[src/hdl/rbae_pkg.sv]
// Shared widths and pipeline control type for the rotated box extents block.
package rbae_pkg;

  localparam int QUAT_W  = 16;  // quaternion component width
  localparam int HALF_W  = 16;  // box half-extent field width
  localparam int OUT_W   = 17;  // bounding box extent field width
  localparam int PROD_W  = 2 * QUAT_W;  // one quaternion product
  localparam int ENTRY_W = PROD_W + 2;  // signed rotation matrix entry
  localparam int MAG_W   = PROD_W + 1;  // magnitude of one entry

  // Load enables for the stages held inside each row unit.
  typedef struct packed {
    logic load_prod;
    logic load_sum;
    logic load_out;
  } rbae_adv_t;

endpackage

[src/hdl/rbae_row.sv]
// One world axis: weight the entry magnitudes by the half-extents, sum, round, saturate.
module rbae_row #(
  parameter int EXTENT_WIDTH   = 16,
  parameter int QUAT_FRAC_BITS = 15
) (
  input  logic                                          clk,
  input  rbae_pkg::rbae_adv_t                           adv,
  input  logic [2:0][rbae_pkg::MAG_W-1:0]               mag,
  input  logic [2:0][rbae_pkg::HALF_W-1:0]              half,
  output logic [rbae_pkg::OUT_W-1:0]                    extent
);
  import rbae_pkg::*;

  localparam int TERM_W   = MAG_W + HALF_W;
  localparam int RAW_W    = TERM_W + 2;
  localparam int SHIFT    = 2 * QUAT_FRAC_BITS;
  localparam int SUM_W    = ((SHIFT > RAW_W) ? SHIFT : RAW_W) + 1;
  localparam logic [SUM_W-1:0] ROUND_HALF = {{(SUM_W-1){1'b0}}, 1'b1} << (SHIFT - 1);
  localparam logic [OUT_W-1:0] CAP = (EXTENT_WIDTH >= OUT_W - 1) ? {OUT_W{1'b1}} :
                                     OUT_W'((64'd1 << (EXTENT_WIDTH + 1)) - 64'd1);

  logic [2:0][TERM_W-1:0] term;
  logic [SUM_W-1:0]       sum;
  logic [SUM_W-1:0]       sum_next;
  logic [SUM_W-1:0]       scaled;

  always_ff @(posedge clk) begin
    if (adv.load_prod) begin
      for (int j = 0; j < 3; j++) begin
        term[j] <= TERM_W'(mag[j]) * TERM_W'(half[j]);
      end
    end
    if (adv.load_sum) begin
      sum <= sum_next;
    end
    if (adv.load_out) begin
      extent <= (scaled > SUM_W'(CAP)) ? CAP : scaled[OUT_W-1:0];
    end
  end

  // Sum is never negative, so round half up before the shift.
  assign sum_next = SUM_W'(term[0]) + SUM_W'(term[1]) + SUM_W'(term[2]) + ROUND_HALF;
  assign scaled   = sum >> SHIFT;

endmodule

[config.mk]
export PLATFORM = sky130hd
export DESIGN_NAME = rbae_row
export DESIGN_NICKNAME = d
export VERILOG_FILES = /design/src/hdl/rbae_pkg.sv /design/src/hdl/rbae_row.sv
export SDC_FILE = /design/constraint.sdc
export NUM_CORES = 2
export LEC_CHECK = 0
export BUFFER_PORTS_ARGS = -buffer_cell sky130_fd_sc_hd__buf_2
export CORE_UTILIZATION = 25
export CTS_CLUSTER_DIAMETER = 120
export DETAILED_ROUTE_END_ITERATION = 12
export PLACE_DENSITY_LB_ADDON = 0.08
export SYNTH_ARGS = -nofsm -noshare
export SYNTH_HDL_FRONTEND = slang
export SYNTH_SLANG_ARGS = --single-unit
[constraint.sdc]
create_clock -name clk -period 15.3 [get_ports clk]
set_clock_uncertainty 0.05 [all_clocks]
set_input_delay 0.765 -clock clk [delete_from_list [all_inputs] [get_ports clk]]
set_output_delay 0.765 -clock clk [all_outputs]
set_load 0.02 [all_outputs]
# [Word level (Yosys, flattened, before mapping)]
# Cells that the tools add are included.
[word_totals] ff_bits=216 output_inout_bits=17 elab_cells=12
[classes] addsub=3 n_mul=3 n_lt_le_gt_ge=1
[ops] op="$mul 33x16->49" n=3
[ops] op="$add 51x30->52 const B" n=1
[ops] op="$add 50x49->51" n=1
[ops] op="$add 49x49->50" n=1
[ops] op="$gt 22x17->1 const B" n=1

# [Longest topological paths before layout]
[depth] word_depth=3 depth_mapped=25

# [Worst setup path after synthesis]
# OpenSTA, ideal clock, no wires.
[synth_timing] kind="input -> register" startpoint="in mag[12] in the netlist's numbering" endpoint="reg term[39] in the netlist's numbering, data pin" arrival_time_ps=6573 required_ps=14992 setup_slack_ps=8420 stages=20 path_cell_list="clkbuf_1 nand2_1 fa_1 fa_1 fa_1 inv_1 fa_1 fa_1 inv_1 fa_1 inv_1 ha_1 and3_4 a221o_1 or3_4 a311o_1 a31o_1 a311oi_2 o21bai_1 xnor2_1"
[synth_between] elab_chain_cells=1
[synth_rtl] item="from (decl)" line="rbae_row.sv:8" rtl="input logic [2:0][rbae_pkg::MAG_W-1:0] mag,"
[synth_rtl] item="$mul 33x16->49" line="rbae_row.sv:30" rtl="term[j] <= TERM_W'(mag[j]) * TERM_W'(half[j]);"
[synth_rtl] item="to (signal, indexed assignment)" line="rbae_row.sv:30"
[synth_rtl] item="to (decl)" line="rbae_row.sv:22" rtl="logic [2:0][TERM_W-1:0] term;"
# Every way passes these cells.
# A chain may end at the register's enable or synchronous reset.

# [Worst setup path after layout]
[layout_timing] startpoint="in half[2] in the netlist's numbering" endpoint="reg term[47] in the netlist's numbering, data pin"
[layout_between] elab_chain_cells=1
[layout_rtl] item="from (decl)" line="rbae_row.sv:9" rtl="input logic [2:0][rbae_pkg::HALF_W-1:0] half,"
[layout_rtl] item="$mul 33x16->49" line="rbae_row.sv:30"
# Every way passes these cells.

==> results.sh <==
export IMPL_yosysWarnings=0
export IMPL_critPathLaunchType="primary input"
export IMPL_slew_violations=0
export IMPL_antenna_found_initial=17
export IMPL_synth_ff_latch_count=185
export IMPL_cap_violations=0
export IMPL_synth_edf_count=185
export IMPL_hold_path_class="flip-flop to flip-flop"
export IMPL_ys_async_sr_fraction_pct=0
export IMPL_fin_crit_sh_pct=49.8
export IMPL_dieHeight_um=488
export IMPL_cts_made_buffers=17
export IMPL_worstMarginPinSlew_ns=0.996
export IMPL_cpMostUsedCell="fa_1"
export IMPL_coreArea_um2=235000
export IMPL_ys_seq_area_share_pct=9.41
export IMPL_via_per_inst=4.39
export IMPL_post_cts_buffers=0
export IMPL_slew_headroom_pct=33.6
export IMPL_htreeDepth=4
export IMPL_dieArea_um2=238000
export IMPL_die_w_um=488
export IMPL_fin_nets=8215
export IMPL_grt_usage_pct=16.3
export IMPL_grt_max_degree=54
export IMPL_cts_hold_buf=0
export IMPL_first_iter_violations=1812
export IMPL_wire_per_inst_um=19.9
export IMPL_worstPathArrival_ns=7.79
export IMPL_crit_chain="buf_2, nand2_1, fa_1, fa_1, fa_1, inv_1, fa_1, fa_1, inv_1, fa_1, inv_1, ha_1, and3_4, a221o_1, or3_4, a311o_1, a31oi_1, o21ai_1, o311a_1"
export IMPL_clockBufferDepth=2
export IMPL_finalHoldViolCount=0
export IMPL_max_stage_delay_ns=0.73
export IMPL_vias=41400
export IMPL_status="finished, final reports clean"
export IMPL_place_ws_ns=7.26
export IMPL_syn_inst=6351
export IMPL_cts_resized=0
export IMPL_synth_cell_type_count=79
export IMPL_cts_sinks=185
export IMPL_rsz0062_at_grt="false"
export IMPL_slowest_stage="buf_2"
export IMPL_postRouteWirelength_um=188000
export IMPL_grt_overflow=0
export IMPL_grt_pass1_wl_um=292000
export IMPL_ios=168
export IMPL_insertion_delay_ns=0.46
export IMPL_first_global_vias=46600
export IMPL_ant_nets=0
export IMPL_setup_tns_ns=0
export IMPL_n_fill_cell=25300
export IMPL_layout_setup_ws_ns=7.68
export IMPL_critical_path_class="primary input to flip-flop"
export IMPL_row_count=178
export IMPL_drive_gt1_share_pct=3.51
export IMPL_fmax_mhz=131
export IMPL_portBuffers=167
export IMPL_path_max_fanout=33
export IMPL_initial_core_util_pct=25.1
export IMPL_setup_viol=0
export IMPL_clk_pin_slew_worst_paths_ns=0.08
export IMPL_end_kind="flip-flop"
export IMPL_cts_tree="done"
export IMPL_syn_nets=8304
export IMPL_syn_cell_area_um2=59000
export IMPL_synth_ff_type="edfxtp_1"
export IMPL_dp_hpwl_um=150000
export IMPL_area_growth_synth_to_final_pct=7.39
export IMPL_place_congestion=0.785
export IMPL_drc_errors=0
export IMPL_first_pass_iters=7
export IMPL_critPathRequiredTime_ns=15.47
export IMPL_period_minus_slack_ns=7.62
export IMPL_syn_area_per_cell_um2=9.30
export IMPL_cts_root_buf="clkbuf_16"
-- cell families after synthesis --
logic type | count (synthesis) | share of synthesized area, %
adders and majority gates | 1802 | 55.3
xor gates and xnor gates | 142 | 2.11
buffers and inverters | 1670 | 10.6
muxes | 5 | 0.0869
AOI/OAI and AO/OA | 560 | 6.21
and+or+nand+nor | 1987 | 16.3
DFF | 185 | 9.41
-- worst max-delay path, delay by kind of cell --
family | cells | cell delay [ns]
buffers and inverters | 4 | 0.87
AND/OR/NAND/NOR | 3 | 0.82
AO/OA/AOI/OAI | 5 | 1.93
adder cells (fa/ha/maj) | 7 | 3.38
-- cells in the final DEF, fill, tap and decap left out, drive strengths merged, types with 7 or more instances in the layout --
master	netlist	final
nand2b	39	39
o21bai	43	43
a21boi	7	7
xnor2	97	97
and2	665	665
a21oi	169	169
xor2	45	45
nor2b	15	15
and3	35	35
nor3	19	19
a211o	7	7
a21o	102	102
ha	458	458
o31ai	9	9
o21a	12	12
nand2	1026	1026
fa	1344	1344
nand4	26	26
clkbuf	277	17
o21ai	93	93
nor2	90	90
edfxtp	185	185
a31oi	18	18
o211ai	14	14
buf	2	171
a211oi	24	24
nand3	40	40
inv	1391	1398
-- routing by layer --
metal	up-vias	global-route usage [%]	part of all wire [%]
met2	502	28.8	50
met5	-	0	0.049
met1	21900	22.0	46
met4	14	2.36	1.4
met3	105	1.23	2.3
li1	18900	-	-
-- cells in the mapped netlist (all sizes together), types with 9 or more instances --
library cell	n	area [um^2]
inv	1391	5220
fa	1344	26900
nand2	1026	3850
and2	665	4160
ha	458	5730
clkbuf	277	1040
edfxtp	185	5560
a21oi	169	846
a21o	102	766
xnor2	97	850
o21ai	93	465
nor2	90	338
xor2	45	394
o21bai	43	323
nand3	40	200
nand2b	39	244
and3	35	229
nand4	26	163
a211oi	24	185
nor3	19	95.1
a31oi	18	113
nor2b	15	93.8
o211ai	14	105
o21a	12	90.1
o31ai	9	72.6
-- registers in the layout, indices dropped and copies added (netlist names) --
signal / cells
term: 147
extent: 17
sum: 21
-- area by class of cell --
type | count | area (um^2) | area share [%]
well taps | 3150 | 3940 | 6.22
clock inverters | 15 | 161 | 0.255
repair buffers | 171 | 872 | 1.38
clock buffers | 17 | 425 | 0.671
flip-flops and latches | 185 | 5560 | 8.76
diodes | 4 | 10.0 | 0.0158
multi-input cells | 4496 | 47200 | 74.5
inverters | 1391 | 5220 | 8.23
-- metrics by stage --
stage	hold WS (ns)	std cells	cell area [um^2]	utilization [%]
6_report	0.448	9429	63400	27.0
5_1_grt	0.468	9426	63400	27.0
4_1_cts	0.451	9425	63400	27.0
3_5_place_dp	0.435	9393	62800	26.7
3_3_place_gp	0.440	9393	62800	26.7
2_1_floorplan	0.427	6351	59000	-
-- path summary, 6_finish.rpt --
| path | startpoint | endpoint | slack, ns | depth (start not counted) |
|---|---|---|---|---|
| max | half[2] | term[47]$_DFFE_PP_ | 7.68 | 19 |
| min reg2reg | sum[43]$_DFFE_PP_ | extent[13]$_SDFFCE_PN1P_ | 0.45 | 1 |
| min | sum[43]$_DFFE_PP_ | extent[13]$_SDFFCE_PN1P_ | 0.45 | 1 |
| max reg2reg | term[76]$_DFFE_PP_ | sum[46]$_DFFE_PP_ | 11.12 | 12 |
Power is left out: the tool's default activity adds up to more than one toggle a clock period on the data nets, which glitch-free logic cannot reach.
